<file path="src/sv/vapt_pkg.sv">
// shared types and constants for the valve actuator position tracker
package vapt_pkg;

  // width of the elapsed time counter
  localparam int unsigned TIME_BITS = 32;
  localparam int unsigned CUR_BITS  = 16;
  localparam int unsigned ACT_BITS  = 32;
  // wide enough to compare the elapsed count against the actuation limit
  localparam int unsigned WIDE_BITS = (TIME_BITS > ACT_BITS) ? TIME_BITS : ACT_BITS;

  typedef enum logic [1:0] {
    CMD_POWER   = 2'd0,
    CMD_DIR     = 2'd1,
    CMD_CURRENT = 2'd2,
    CMD_TICK    = 2'd3
  } cmd_e;

  typedef enum logic [2:0] {
    VS_CLOSED  = 3'd0,
    VS_OPENING = 3'd1,
    VS_OPENED  = 3'd2,
    VS_CLOSING = 3'd3,
    VS_UNKNOWN = 3'd4
  } valve_e;

  typedef struct packed {
    cmd_e                cmd;
    logic                relay_on;
    logic [CUR_BITS-1:0] current_ma;
  } item_t;

  typedef struct packed {
    valve_e              valve_state;
    logic                state_changed;
    logic [CUR_BITS-1:0] peak_current_ma;
    logic [ACT_BITS-1:0] actuation_ms;
  } result_t;

  // handshake between the input stage and the result stage
  typedef struct packed {
    logic item_valid;
    logic advance;
  } flow_t;

endpackage

</file>
<file path="src/sv/vapt_if.sv">
// channel interfaces for command items and tracker results
interface vapt_in_if;
  import vapt_pkg::*;
  logic                valid;
  logic                ready;
  logic [1:0]          cmd;
  logic                relay_on;
  logic [CUR_BITS-1:0] current_ma;

  modport source (output valid, output cmd, output relay_on, output current_ma,
                  input ready);
  modport sink (input valid, input cmd, input relay_on, input current_ma,
                output ready);
endinterface

interface vapt_out_if;
  import vapt_pkg::*;
  logic                valid;
  logic                ready;
  logic [2:0]          valve_state;
  logic                state_changed;
  logic [CUR_BITS-1:0] peak_current_ma;
  logic [ACT_BITS-1:0] actuation_ms;

  modport source (output valid, output valve_state, output state_changed,
                  output peak_current_ma, output actuation_ms, input ready);
  modport sink (input valid, input valve_state, input state_changed,
                input peak_current_ma, input actuation_ms, output ready);
endinterface

</file>
<file path="src/sv/valve_actuator_position_tracker_core.sv">
// top level of the valve actuator position tracker
//
//   channel  dir  signals                                          per transaction
//   in_i     in   cmd, relay_on, current_ma                        one command
//   out_o    out  valve_state, state_changed, peak_current_ma,     one result
//                 actuation_ms
//
// one command per cycle sustained while out_o is ready; a result is offered once
// its command has passed through the input register and then the result register.
// tracker state updates as an item passes from input to result register.
// reset (rst_ni low) gives valve state unknown, relays off, counters zero.
// a stall on out_o holds the result register and, behind it, the input register.
module valve_actuator_position_tracker_core
  import vapt_pkg::*;
(
  input  logic       clk_i,
  input  logic       rst_ni,
  vapt_in_if.sink    in_i,
  vapt_out_if.source out_o
);

  item_t   in_item;
  item_t   stage_item;
  result_t upd_result;
  result_t out_result;
  flow_t   flow;
  logic    out_space;

  always_comb begin
    in_item.cmd        = cmd_e'(in_i.cmd);
    in_item.relay_on   = in_i.relay_on;
    in_item.current_ma = in_i.current_ma;
  end

  // item moves on when the result register has room
  assign flow.advance = flow.item_valid && out_space;

  vapt_in_stage u_in_stage (
    .clk_i        (clk_i),
    .rst_ni       (rst_ni),
    .valid_i      (in_i.valid),
    .ready_o      (in_i.ready),
    .item_i       (in_item),
    .advance_i    (flow.advance),
    .item_valid_o (flow.item_valid),
    .item_o       (stage_item)
  );

  vapt_update u_update (
    .clk_i    (clk_i),
    .rst_ni   (rst_ni),
    .fire_i   (flow.advance),
    .item_i   (stage_item),
    .result_o (upd_result)
  );

  vapt_out_stage u_out_stage (
    .clk_i    (clk_i),
    .rst_ni   (rst_ni),
    .load_i   (flow.advance),
    .result_i (upd_result),
    .space_o  (out_space),
    .valid_o  (out_o.valid),
    .ready_i  (out_o.ready),
    .result_o (out_result)
  );

  assign out_o.valve_state     = out_result.valve_state;
  assign out_o.state_changed   = out_result.state_changed;
  assign out_o.peak_current_ma = out_result.peak_current_ma;
  assign out_o.actuation_ms    = out_result.actuation_ms;

endmodule

</file>
<file path="src/sv/vapt_in_stage.sv">
// input register stage holding one command item
module vapt_in_stage
  import vapt_pkg::*;
(
  input  logic   clk_i,
  input  logic   rst_ni,
  input  logic   valid_i,
  output logic   ready_o,
  input  item_t  item_i,
  input  logic   advance_i,
  output logic   item_valid_o,
  output item_t  item_o
);

  logic  valid_q, valid_d;
  item_t item_q, item_d;
  logic  take;

  // stage is free when empty or when its item moves on this cycle
  assign ready_o = !valid_q || advance_i;
  assign take    = valid_i && ready_o;

  always_comb begin
    valid_d = valid_q;
    if (take) begin
      valid_d = 1'b1;
    end else if (advance_i) begin
      valid_d = 1'b0;
    end
  end

  assign item_d = take ? item_i : item_q;

  always_ff @(posedge clk_i or negedge rst_ni) begin
    if (!rst_ni) begin
      valid_q <= 1'b0;
    end else begin
      valid_q <= valid_d;
    end
  end

  // payload carries no reset
  always_ff @(posedge clk_i) begin
    item_q <= item_d;
  end

  assign item_valid_o = valid_q;
  assign item_o       = item_q;

endmodule

</file>
<file path="src/sv/vapt_update.sv">
// tracker state registers and the per-command update logic
module vapt_update
  import vapt_pkg::*;
(
  input  logic    clk_i,
  input  logic    rst_ni,
  input  logic    fire_i,
  input  item_t   item_i,
  output result_t result_o
);

  valve_e               state_q, state_d;
  logic                 power_q, power_d;
  logic                 dir_q, dir_d;
  logic [TIME_BITS-1:0] elapsed_q, elapsed_d;
  logic [CUR_BITS-1:0]  peak_q, peak_d;
  logic [ACT_BITS-1:0]  act_q, act_d;

  logic                 enter;
  valve_e               target;
  logic                 changed;
  logic [WIDE_BITS-1:0] elapsed_wide;
  logic [ACT_BITS-1:0]  elapsed_act;
  valve_e               moving;

  // elapsed count clipped to the actuation field
  assign elapsed_wide = WIDE_BITS'(elapsed_q);
  assign elapsed_act  = (elapsed_wide > WIDE_BITS'({ACT_BITS{1'b1}})) ?
                        {ACT_BITS{1'b1}} : elapsed_wide[ACT_BITS-1:0];
  assign moving       = dir_q ? VS_OPENING : VS_CLOSING;

  // command decode
  always_comb begin
    power_d   = power_q;
    dir_d     = dir_q;
    peak_d    = peak_q;
    act_d     = act_q;
    elapsed_d = elapsed_q;
    enter     = 1'b0;
    target    = state_q;
    case (item_i.cmd)
      CMD_POWER: begin
        if (item_i.relay_on != power_q) begin
          power_d = item_i.relay_on;
          if (item_i.relay_on) begin
            peak_d = '0;
            act_d  = '0;
            enter  = 1'b1;
            target = moving;
          end
        end
      end
      CMD_DIR: begin
        if (item_i.relay_on != dir_q) begin
          dir_d = item_i.relay_on;
          if (power_q) begin
            act_d  = '0;
            enter  = 1'b1;
            target = item_i.relay_on ? VS_OPENING : VS_CLOSING;
          end
        end
      end
      CMD_CURRENT: begin
        if (item_i.current_ma != '0) begin
          if (item_i.current_ma > peak_q) begin
            peak_d = item_i.current_ma;
          end
          act_d  = elapsed_act;
          enter  = 1'b1;
          target = moving;
        end else if (state_q == VS_OPENING) begin
          act_d  = elapsed_act;
          enter  = 1'b1;
          target = VS_OPENED;
        end else if (state_q == VS_CLOSING) begin
          act_d  = elapsed_act;
          enter  = 1'b1;
          target = VS_CLOSED;
        end
      end
      CMD_TICK: begin
        if (elapsed_q != {TIME_BITS{1'b1}}) begin
          elapsed_d = elapsed_q + TIME_BITS'(1);
        end
      end
      default: begin
        enter = 1'b0;
      end
    endcase
  end

  // a real state change restarts the elapsed counter
  assign changed = enter && (target != state_q);
  assign state_d = changed ? target : state_q;

  always_ff @(posedge clk_i or negedge rst_ni) begin
    if (!rst_ni) begin
      state_q   <= VS_UNKNOWN;
      power_q   <= 1'b0;
      dir_q     <= 1'b0;
      elapsed_q <= '0;
      peak_q    <= '0;
      act_q     <= '0;
    end else if (fire_i) begin
      state_q   <= state_d;
      power_q   <= power_d;
      dir_q     <= dir_d;
      elapsed_q <= changed ? '0 : elapsed_d;
      peak_q    <= peak_d;
      act_q     <= act_d;
    end
  end

  // result reflects the state after this item
  always_comb begin
    result_o.valve_state     = state_d;
    result_o.state_changed   = changed;
    result_o.peak_current_ma = peak_d;
    result_o.actuation_ms    = act_d;
  end

  // a state change always restarts elapsed time
  a_change_clears_elapsed: assert property (@(posedge clk_i) disable iff (!rst_ni)
    fire_i && changed |=> elapsed_q == '0)
    else $error("elapsed time not cleared on state change");

  // peak only drops when power turns on
  a_peak_monotonic: assert property (@(posedge clk_i) disable iff (!rst_ni)
    fire_i && item_i.cmd != CMD_POWER |=> peak_q >= $past(peak_q))
    else $error("peak current decreased without power on");

  // unknown is never re-entered once left
  a_unknown_left: assert property (@(posedge clk_i) disable iff (!rst_ni)
    state_q != VS_UNKNOWN |=> state_q != VS_UNKNOWN)
    else $error("valve state returned to unknown");

  // nothing moves without a transaction
  a_hold_idle: assert property (@(posedge clk_i) disable iff (!rst_ni)
    !fire_i |=> $stable(state_q) && $stable(elapsed_q) && $stable(peak_q))
    else $error("tracker state changed without a transaction");

endmodule

</file>
<file path="src/sv/vapt_out_stage.sv">
// result register stage feeding the output channel
module vapt_out_stage
  import vapt_pkg::*;
(
  input  logic    clk_i,
  input  logic    rst_ni,
  input  logic    load_i,
  input  result_t result_i,
  output logic    space_o,
  output logic    valid_o,
  input  logic    ready_i,
  output result_t result_o
);

  logic    valid_q, valid_d;
  result_t result_q, result_d;

  // room when empty or when the held result leaves this cycle
  assign space_o = !valid_q || ready_i;

  always_comb begin
    valid_d = valid_q;
    if (load_i) begin
      valid_d = 1'b1;
    end else if (ready_i) begin
      valid_d = 1'b0;
    end
  end

  assign result_d = load_i ? result_i : result_q;

  always_ff @(posedge clk_i or negedge rst_ni) begin
    if (!rst_ni) begin
      valid_q <= 1'b0;
    end else begin
      valid_q <= valid_d;
    end
  end

  always_ff @(posedge clk_i) begin
    result_q <= result_d;
  end

  assign valid_o  = valid_q;
  assign result_o = result_q;

endmodule

</file>
<file path="src/flat_wrapper.sv">
// flat-port wrapper written by rule: the top's interface ports become plain ports
module valve_actuator_position_tracker_core_flat import vapt_pkg::*;
  (clk_i, rst_ni, in_i_valid, in_i_cmd, in_i_relay_on, in_i_current_ma, in_i_ready, out_o_valid, out_o_valve_state, out_o_state_changed, out_o_peak_current_ma, out_o_actuation_ms, out_o_ready);
  vapt_in_if in_i_i ();
  vapt_out_if out_o_i ();
  input  logic clk_i;
  input  logic rst_ni;
  input wire logic [$bits(in_i_i.valid)-1:0] in_i_valid;
  input wire logic [$bits(in_i_i.cmd)-1:0] in_i_cmd;
  input wire logic [$bits(in_i_i.relay_on)-1:0] in_i_relay_on;
  input wire logic [$bits(in_i_i.current_ma)-1:0] in_i_current_ma;
  output wire logic [$bits(in_i_i.ready)-1:0] in_i_ready;
  output wire logic [$bits(out_o_i.valid)-1:0] out_o_valid;
  output wire logic [$bits(out_o_i.valve_state)-1:0] out_o_valve_state;
  output wire logic [$bits(out_o_i.state_changed)-1:0] out_o_state_changed;
  output wire logic [$bits(out_o_i.peak_current_ma)-1:0] out_o_peak_current_ma;
  output wire logic [$bits(out_o_i.actuation_ms)-1:0] out_o_actuation_ms;
  input wire logic [$bits(out_o_i.ready)-1:0] out_o_ready;
  assign in_i_i.valid = in_i_valid;
  assign in_i_i.cmd = in_i_cmd;
  assign in_i_i.relay_on = in_i_relay_on;
  assign in_i_i.current_ma = in_i_current_ma;
  assign in_i_ready = in_i_i.ready;
  assign out_o_valid = out_o_i.valid;
  assign out_o_valve_state = out_o_i.valve_state;
  assign out_o_state_changed = out_o_i.state_changed;
  assign out_o_peak_current_ma = out_o_i.peak_current_ma;
  assign out_o_actuation_ms = out_o_i.actuation_ms;
  assign out_o_i.ready = out_o_ready;
  valve_actuator_position_tracker_core u_core (.clk_i(clk_i), .rst_ni(rst_ni), .in_i(in_i_i), .out_o(out_o_i));
endmodule
</file>
<file path="config.mk">
export PLATFORM = sky130hd
export DESIGN_NAME = valve_actuator_position_tracker_core_flat
export DESIGN_NICKNAME = d
export VERILOG_FILES = /design/src/sv/vapt_pkg.sv /design/src/sv/vapt_if.sv /design/src/sv/valve_actuator_position_tracker_core.sv /design/src/sv/vapt_in_stage.sv /design/src/sv/vapt_update.sv /design/src/sv/vapt_out_stage.sv /design/src/flat_wrapper.sv
export SDC_FILE = /design/constraint.sdc
export NUM_CORES = 1
export LEC_CHECK = 0
export ABC_AREA = 1
export BUFFER_PORTS_ARGS = -buffer_cell sky130_fd_sc_hd__buf_2
export CELL_PAD_IN_SITES_DETAIL_PLACEMENT = 2
export CELL_PAD_IN_SITES_GLOBAL_PLACEMENT = 2
export CORE_MARGIN = 8
export CORE_UTILIZATION = 36
export CTS_CLUSTER_DIAMETER = 40
export DETAILED_ROUTE_END_ITERATION = 10
export PLACE_DENSITY = 0.91
export SLEW_MARGIN = 20
export SYNTH_ARGS = -nofsm -noshare
export SYNTH_HDL_FRONTEND = slang
export SYNTH_SLANG_ARGS = --single-unit
</file>
<file path="constraint.sdc">
create_clock -name clk_i -period 9.2 [get_ports clk_i]
set_clock_uncertainty 0.15 [all_clocks]
set_input_delay 1.38 -clock clk_i [delete_from_list [all_inputs] [get_ports clk_i]]
set_output_delay 1.38 -clock clk_i [all_outputs]
set_load 0.005 [all_outputs]
</file>
==> metrics.txt, run 1 <==
Critical-path top delay cell=nand2_1; Num CTS Buffers=17; Die Height=168 microns; CTS tree=built; setup repair bufs after CTS=0; largest net degree at the start of global routing=between 70 and 80; CP Buf/Inv Count=1; total number of vias=7421; Mean Syn Cell Area=8.51 sq um; Die Wd=168 microns; hold_buf cts=0; count of final hold-check violations=0; top post-synthesis cells by area=dfrtp_1, edfxtp_1, nand2_1; number of routed nets with antenna violations=0; Area growth syn-to-layout=13.6%; CTS sink count=between 150 and 200; max frequency=0.271 GHz; nature of the critical path endpoint=flop; Core Footprint=22600 sq um; commonest cells after routing, fill and taps aside=nand2_1, inv_1, o21ai_0, dfrtp_1, buf_2; Clock Path Buffers=2; vias per cell=between 5 and 6; CP Depth=11; CP Max Fanout=17; Worst-Margin Slew=1.09 ns; initial drt markers=around 460; CP Data Arrival Time=3.87 ns; final hold slack=around 0.34 ns; critical setup path kind=reg -> reg; root buf cell=clkbuf_16; Final Slew Violations=0; syn nets=1015; final worst slack=about 5.5 ns; Hold Path Class=reg -> reg; total grt overflow=0; Syn Inst Count=974; max_cap viols=0; max incr delay on CP=0.62 ns; status=finished clean; routed wire length=just under 30000 microns; Seq/Total Area, Yosys=0.520; mapped cell area=8290 sq um; most common cell after layout, fill and taps aside=nand2_1; Initial Util=0.366; Core Rows=55; Setup TNS=0 ns; port bufs=76; Synth area leader=dfrtp_1; die area=28100 sq um; Remaining DRCs=0; CP Cell Sequence=inv_1 -> ha_1 -> nand4_1 -> nor2_1 -> nand2_1 -> nand2_1 -> nand2_1 -> o21ai_0 -> o21ai_0 -> nand2_1 -> nand2_1; relative slew slack=0.269; R2R depth=11; CP Launch Type=flop; delay-heaviest family, CP=simple AND/OR/NAND/NOR gates; Main synth FF type=dfrtp_1; Synth async-reset ratio=0.551; Synth warnings=0; RSZ-0062 raised after global routing=no; min Tclk post-route=3.69 ns; critical path required time=approximately 9.4 ns; HPWL Detailed=18100 microns; pre-CTS setup slack=5.42 ns; Hold Path Stages=2; Avg WL per Cell=22.4 microns; Post-Route Utilization=0.416; post-synth top area share=0.260; clock-pin slew on the worst setup and hold paths=approximately 0.07 ns; Worst path most repeated cell=nand2_1; setup violators final=0; clock latency on the worst-skew pair=about 0.45 ns; placer's final routability congestion estimate=0.752; first-pass iteration count of the detailed router=7; total track usage=0.216; layout cells sized above 1=0.136; initial antenna violation count=0; Tcrit/Tclk final=0.402; Synth cell types=38; diode count=0; vias in the first global route=~8400; fillers=2505; H-tree levels=4; Ports=77; Post-synth EDFFs=71; power density cells=between 200 and 250 nW/um^2; first-pass GRT wire length=slightly below 50000 microns; Nets=about 1100; number of synthesized register bits=158; Static Leak=roughly 4.4 nW; post-cts sizing count=0; Max IR drop VDD=0.123 mV
==> report_power, final <==
part	total, mW	internal (mW)	switching (mW)
logic	0.572	0.166	0.406
clock network	0.682	0.371	0.312
registers	0.947	0.859	0.0880
==> tightest hold or removal path, stage by stage (launching register included) <==
cell and delay, ns:
dfrtp_1 0.35, nand2_1 0.06, nand2_1 0.05
==> state kept, by name, summed over array words and instances, names as in the netlist <==
name                            cells
u_core.u_out_stage.valid_o          1
u_core.u_out_stage.result_o        52
u_core.u_in_stage.item_o           19
u_core.u_update.peak_q             16
u_core.u_update.power_q             1
u_core.u_in_stage.item_valid_o      1
u_core.u_update.elapsed_q          32
u_core.u_update.state_q             3
u_core.u_update.dir_q               1
u_core.u_update.act_q              32
==> stage by stage <==
stage,power [mW],instances,cell area (sq um)
floorplan,1.28,974,8290
global placement,1.44,1298,8880
detailed placement,1.50,1298,8880
CTS,2.21,1330,9420
global route,2.30,1330,9420
finish,2.20,1330,9420
==> kinds of logic after synthesis <==
| logic type | after synthesis | share of synthesized area |
|---|---|---|
| AND/OR/NAND/NOR | 409 | 0.223 |
| XOR/XNOR | 29 | 0.0307 |
| buffers and inverters | 185 | 0.0879 |
| adder cells (fa/ha/maj) | 18 | 0.0272 |
| flip-flops | 158 | 0.520 |
| AO/OA/AOI/OAI | 175 | 0.111 |
==> cell usage after synthesis, types with 4 or more instances <==
library cell    n
a21oi_1        25
buf_1           5
buf_2           8
clkbuf_1       26
dfrtp_1        86
edfxtp_1       71
ha_1           18
inv_1         133
inv_2           9
nand2_1       250
nand2_2         4
nand3_1        39
nand4_1        42
nor2_1         34
nor2_2          5
nor3_1         15
nor4_1          6
o21ai_0       114
o21ai_1         7
o22ai_1        23
xor2_1         29
==> metal layers <==
metal	global-route usage	part of all wire	vias up
met5	0	0	-
met4	0.0912	0.028	0
met2	0.372	0.50	175
met1	0.262	0.43	3852
li1	-	-	3332
met3	0.0386	0.034	62
==> worst paths after layout <==
| path | end | from | slack [ns] |
|---|---|---|---|
| setup / recovery | u_core.u_update.peak_q[10]$_DFFE_PN0P_ | u_core.u_update.peak_q[15]$_DFFE_PN0P_ | 5.51 |
| hold / removal | u_core.u_update.act_q[23]$_DFFE_PN0P_ | u_core.u_update.act_q[23]$_DFFE_PN0P_ | 0.34 |
| setup reg to reg | u_core.u_update.peak_q[10]$_DFFE_PN0P_ | u_core.u_update.peak_q[15]$_DFFE_PN0P_ | 5.51 |
| hold reg to reg | u_core.u_update.act_q[23]$_DFFE_PN0P_ | u_core.u_update.act_q[23]$_DFFE_PN0P_ | 0.34 |
| max in group asynchronous | u_core.u_update.peak_q[8]$_DFFE_PN0P_ | rst_ni | 7.00 |
| min in group asynchronous | u_core.u_update.peak_q[11]$_DFFE_PN0P_ | rst_ni | 0.78 |
==> final cells by class <==
| cell class | count | area (sq um) | area share |
|---|---|---|---|
| inverters | 142 | 536 | 0.0569 |
| multi-input cells | 631 | 3250 | 0.345 |
| well taps | 285 | 357 | 0.0379 |
| flip-flops and latches | 158 | 4310 | 0.458 |
| clock buffers | 21 | 440 | 0.0468 |
| clock inverters | 11 | 95.1 | 0.0101 |
| repair buffers | 82 | 428 | 0.0454 |
Note: power is estimated with default switching activity, not from simulation.
==> run 2: changes to the inputs <==
==> constraint.sdc (replaced) <==
create_clock -name clk_i -period 3.71 [get_ports clk_i]
set_clock_uncertainty 0.15 [all_clocks]
set_input_delay 0.5565 -clock clk_i [delete_from_list [all_inputs] [get_ports clk_i]]
set_output_delay 0.5565 -clock clk_i [all_outputs]
set_load 0.005 [all_outputs]
==> run 2 against run 1 <==
  * Register-to-register slack worse by 5.1 ns
  * Design area up 1.6%
  * Non-clock buffer count up 5
  * Worst hold slack worse by 0.21 ns
==> metrics.txt, run 2 (synthesized netlist as in run 1, its figures left out) <==
pre-CTS setup slack=0.648 ns (-4.77 ns); port bufs=76 (unchanged); Area growth syn-to-layout=15.5%; Max IR drop VDD=0.271 mV (+120%); Nets=1078 (+0.47%); clock-pin slew on the worst setup and hold paths=0.08 ns (about the same); max_cap viols=0 (unchanged); min Tclk post-route=3.33 ns (-0.369 ns); CTS tree=built; first-pass GRT wire length=49500 microns (+3.1%); layout cells sized above 1=0.140 (+0.00411); Avg WL per Cell=22.7 microns (+1.5%); Remaining DRCs=0 (unchanged); PnR Total Power=5.77 mW (+160%); die area=28100 sq um (unchanged); CP Cell Sequence=ha_1 -> a21oi_1 -> o21ai_0 -> nand2_1 -> nand2_1 -> nand2_1 -> nand2_1 -> buf_4 -> nand2_1 -> o21ai_0 -> o21ai_0 -> nand2_1 -> nand2_1; vias in the first global route=8731 (+3.8%); first-pass iteration count of the detailed router=5 (-2); final worst slack=0.384 ns (-5.12 ns); routed wire length=30400 microns (+1.9%); Worst path most repeated cell=nand2_1; max frequency=0.301 GHz (+11%); RSZ-0062 raised after global routing=no; setup violators final=0 (unchanged); critical setup path kind=reg -> reg; placer's final routability congestion estimate=0.801 (+6.5%); post-cts sizing count=0 (unchanged); Ports=77 (unchanged); nature of the critical path endpoint=flop; diode count=0 (unchanged); total number of vias=7458 (+0.50%); Die Height=168 microns (unchanged); total grt overflow=0 (unchanged); Core Footprint=22600 sq um (unchanged); power density cells=602 nW/um^2 (+160%); H-tree levels=4 (unchanged); root buf cell=clkbuf_16; Worst-Margin Slew=0.978 ns (-0.116 ns); Initial Util=0.366 (unchanged); vias per cell=5.59 (+0.12%); initial drt markers=522 (+14%); critical path required time=3.90 ns (-5.48 ns); CTS sink count=158 (unchanged); largest net degree at the start of global routing=74 (unchanged); HPWL Detailed=18800 microns (+3.7%); number of flip-flops under the largest register name=52 (unchanged); Num CTS Buffers=17 (unchanged); Die Wd=168 microns (unchanged); number of routed nets with antenna violations=0 (unchanged); total track usage=0.222 (+0.00587); Clock Path Buffers=2 (unchanged); initial antenna violation count=0 (unchanged); Hold Path Class=in -> reg; commonest cells after routing, fill and taps aside=nand2_1, inv_1, o21ai_0, dfrtp_1, buf_2; count of final hold-check violations=0 (unchanged); Final Slew Violations=0 (unchanged); setup repair bufs after CTS=0 (unchanged); clock latency on the worst-skew pair=0.45 ns (about the same); CP Data Arrival Time=3.51 ns (-0.36 ns); Critical-path top delay cell=edfxtp_1; CP Launch Type=flop; max incr delay on CP=0.47 ns (-0.15 ns); Setup TNS=0 ns (unchanged); Core Rows=55 (unchanged); most common cell after layout, fill and taps aside=nand2_1; status=finished clean; relative slew slack=0.348 (+0.0786); CP Max Fanout=17 (unchanged); Tcrit/Tclk final=0.896 (+0.495); Static Leak=4.50 nW (+1.8%)
run 2: changes by cell type in the layout (fill, tap and decap cells not counted), sizes merged:
cell         delta
buf             +4
bufinv          +3
clkinv          -3
clkinvlp        -1
dlygate4sd3     +1
inv             +1
run 2: timing repair:
action,4_1_cts,5_1_grt
endpoints found under the hold margin,4,0
setup endpoints to repair,0,0
hold buffers,1,0
run 2: final timing paths:
check | from | end | depth (start not counted) | slack, ns
setup / recovery | u_core.u_in_stage.item_o[1]$_DFFE_PP_ | u_core.u_update.peak_q[9]$_DFFE_PN0P_ | 13 | 0.38
hold / removal | in_i_current_ma[7] | u_core.u_in_stage.item_o[7]$_DFFE_PP_ | 1 | 0.13
setup reg to reg | u_core.u_in_stage.item_o[1]$_DFFE_PP_ | u_core.u_update.peak_q[9]$_DFFE_PN0P_ | 13 | 0.38
hold reg to reg | u_core.u_update.act_q[26]$_DFFE_PN0P_ | u_core.u_update.act_q[26]$_DFFE_PN0P_ | 2 | 0.33
max in group asynchronous | rst_ni | u_core.u_update.act_q[14]$_DFFE_PN0P_ | 3 | 2.19
min in group asynchronous | rst_ni | u_core.u_update.peak_q[9]$_DFFE_PN0P_ | 2 | 0.51
run 2: critical path: cells and delay by family (launching register included):
family	cells	cell delay, ns
and+or+nand+nor	7	1.00
AOI/OAI and AO/OA	4	0.99
DFF	1	0.47
adders and majority gates	1	0.35
buffers and inverters	1	0.26
run 2: area by class of cell:
type                       count  area, sq um
inverter                     142          536
sequential                   158         4310
timing repair buffer          87          493
clock inverter                11          165
fill                        2509        13100
multi-input combinational    631         3250
clock buffer                  21          460
tap                          285          357
run 2: report_power, final:
part / switching (mW) / internal, mW
combinational: 1.05 / 0.435
clock: 0.764 / 1.16
sequential: 0.227 / 2.13
run 2: metal layers:
layer / share of wire / up-vias / track usage
li1: - / 3345 / -
met1: 0.43 / 3846 / 0.269
met2: 0.50 / 203 / 0.376
met3: 0.041 / 64 / 0.0423
met4: 0.033 / 0 / 0.106
met5: 0 / - / 0
run 2: per-stage QoR:
stage | cell area (sq um) | std cells | utilization | hold slack, ns
floorplan | 8290 | 974 | - | 0.111
global placement | 8930 | 1302 | 0.395 | 0.306
detailed placement | 8930 | 1302 | 0.395 | 0.324
CTS | 9570 | 1335 | 0.423 | 0.121
global route | 9570 | 1335 | 0.423 | 0.122
finish | 9570 | 1335 | 0.423 | 0.129
==> run 3: changes to the inputs <==
==> constraint.sdc (replaced) <==
create_clock -name clk_i -period 3.2 [get_ports clk_i]
set_clock_uncertainty 0.15 [all_clocks]
set_input_delay 0.48 -clock clk_i [delete_from_list [all_inputs] [get_ports clk_i]]
set_output_delay 0.48 -clock clk_i [all_outputs]
set_load 0.1 [all_outputs]
==> run 3 against run 2 <==
  * Combinational power up 78%
  * Setup slack worse by 0.18 ns
  * Power up 29%
  * Largest power group unchanged
  * Sequential share of layout area about the same
  * First-iteration DRC count down 5.9%
  * Final cell count up 0.37%
  * Highest routed layer unchanged
  * Clock-buffer cell count down 4
  * Non-clock buffer count up 5
  * Register-to-register slack worse by 0.18 ns
==> metrics.txt, run 3 (synthesized netlist as in run 1, its figures left out) <==
count of final hold-check violations=0 (unchanged); initial antenna violation count=0 (unchanged); first-pass GRT wire length=51200 microns (+3.4%); CP Data Arrival Time=3.22 ns (-0.29 ns); Avg WL per Cell=24.1 microns (+5.8%); Core Rows=55 (unchanged); relative slew slack=0.402 (+0.0543); Num CTS Buffers=17 (unchanged); Critical path origin=u_core.u_in_stage.item_o[1]$_DFFE_PP_; diode count=0 (unchanged); largest net degree at the start of global routing=74 (unchanged); R2R depth=12 (-1); Static Leak=4.49 nW (about the same); delay-heaviest family, CP=simple AND/OR/NAND/NOR gates; final hold slack=0.0612 ns (-0.0679 ns); Setup TNS=0 ns (unchanged); Tcrit/Tclk final=0.936 (+0.0396); port bufs=76 (unchanged); Area growth syn-to-layout=15.4%; Remaining DRCs=0 (unchanged); Max IR drop VDD=0.357 mV (+32%); CP endpoint=u_core.u_update.elapsed_q[2]$_DFFE_PN0P_; Die Wd=168 microns (unchanged); worst r2r src=u_core.u_in_stage.item_o[1]$_DFFE_PP_; max incr delay on CP=0.48 ns (about the same); PnR Total Power=7.46 mW (+29%); r2r endpoint=u_core.u_update.elapsed_q[2]$_DFFE_PN0P_; Core Footprint=22600 sq um (unchanged); vias in the first global route=8827 (+1.1%); Worst path most repeated cell=nand2_1; Ports=77 (unchanged); root buf cell=clkbuf_16; routed wire length=32300 microns (+6.2%); placer's final routability congestion estimate=0.783 (-2.3%); CP Launch Type=flop; CTS sink count=158 (unchanged); Reg2Reg Setup Slack=0.20 ns (-0.18 ns); Final Slew Violations=0 (unchanged); initial drt markers=491 (-5.9%); most common cell after layout, fill and taps aside=nand2_1; clock-pin slew on the worst setup and hold paths=0.07 ns (about the same); Clock Path Buffers=2 (unchanged); fillers=2523 (+0.56%); Finished Cell Area=9560 sq um (-0.10%); vias per cell=5.72 (+2.4%); min Tclk post-route=3.00 ns (-0.330 ns); CP Buf/Inv Count=2 (+1); Die Height=168 microns (unchanged); first-pass iteration count of the detailed router=5 (unchanged); CP Cell Sequence=nor2_1 -> nand2_1 -> nor2_1 -> nand2_1 -> inv_2 -> nand2_1 -> nand2_1 -> nand2_1 -> nand2_4 -> buf_4 -> nand4_1 -> nand2_1; power density cells=780 nW/um^2 (+29%); total number of vias=7669 (+2.8%); max frequency=0.334 GHz (+11%); CTS tree=built; Initial Util=0.366 (unchanged); RSZ-0062 raised after global routing=no; total track usage=0.232 (+0.0103); clock latency on the worst-skew pair=0.45 ns (about the same); final worst slack=0.204 ns (-0.180 ns); HPWL Detailed=18800 microns (+0.20%); setup violators final=0 (unchanged); die area=28100 sq um (unchanged); nature of the critical path endpoint=flop; layout cells sized above 1=0.145 (+0.00502); Critical-path top delay cell=edfxtp_1; Worst-Margin Slew=0.896 ns (-0.0814 ns); pre-CTS setup slack=0.407 ns (-0.240 ns); status=finished clean; max_cap viols=0 (unchanged); total grt overflow=0 (unchanged); number of flip-flops under the largest register name=52 (unchanged); commonest cells after routing, fill and taps aside=nand2_1, inv_1, o21ai_0, dfrtp_1, buf_2; Nets=1083 (+0.46%); H-tree levels=4 (unchanged); critical path required time=3.42 ns (-0.48 ns); CP Max Fanout=20 (+3); Hold Path Class=in -> reg; CP Depth=12 (-1); critical setup path kind=reg -> reg; number of routed nets with antenna violations=0 (unchanged); placed cell area=8970 sq um (+0.42%)
[run 3: report_power, final]
group / internal (mW) / switching (mW)
clock network: 1.15 / 0.941
logic: 0.531 / 2.10
registers: 2.47 / 0.268
[run 3: how the worst min path moves through the flow]
| stage | start | slack (ns) | cells after the start | end |
|---|---|---|---|---|
| after floorplan | rst_ni | 0.03 | 0 | u_core.u_in_stage.item_valid_o$_DFFE_PN0P_ |
| after global placement | u_core.u_update.act_q[24]$_DFFE_PN0P_ | 0.30 | 2 | u_core.u_update.act_q[24]$_DFFE_PN0P_ |
| after detailed placement | u_core.u_update.act_q[29]$_DFFE_PN0P_ | 0.32 | 2 | u_core.u_update.act_q[29]$_DFFE_PN0P_ |
| after CTS | in_i_current_ma[10] | 0.05 | 1 | u_core.u_in_stage.item_o[10]$_DFFE_PP_ |
| after global routing | in_i_current_ma[13] | 0.05 | 1 | u_core.u_in_stage.item_o[13]$_DFFE_PP_ |
| final | in_i_current_ma[10] | 0.06 | 1 | u_core.u_in_stage.item_o[10]$_DFFE_PP_ |
[run 3: layout make-up]
class	instances	area, sq um	share of cell area
flip-flops and latches	158	4310	0.451
multi-input cells	631	3260	0.341
inverters	142	536	0.0560
repair buffers	92	531	0.0555
clock buffers	17	425	0.0445
well taps	285	357	0.0373
clock inverters	15	145	0.0152
[run 3: timing repair]
item                                    in CTS  in global routing
buffers inserted                             0                  0
gates resized for setup                      0                  2
hold buffers                                 1                  0
endpoints found under the setup margin       0                 32
hold endpoints to repair                    39                  0
[run 3: stage by stage]
stage,utilization,instances
after CTS,0.422,1340
final,0.422,1340
after floorplan,-,974
after detailed placement,0.396,1307
after global routing,0.422,1340
after global placement,0.396,1307
[run 3: metal layers]
metal,track usage,vias to the layer above,wire length [microns]
met1,0.275,3964,13400
met5,0,-,0
met3,0.0433,96,1470
met4,0.113,0,1240
met2,0.401,246,16200
li1,-,3363,-
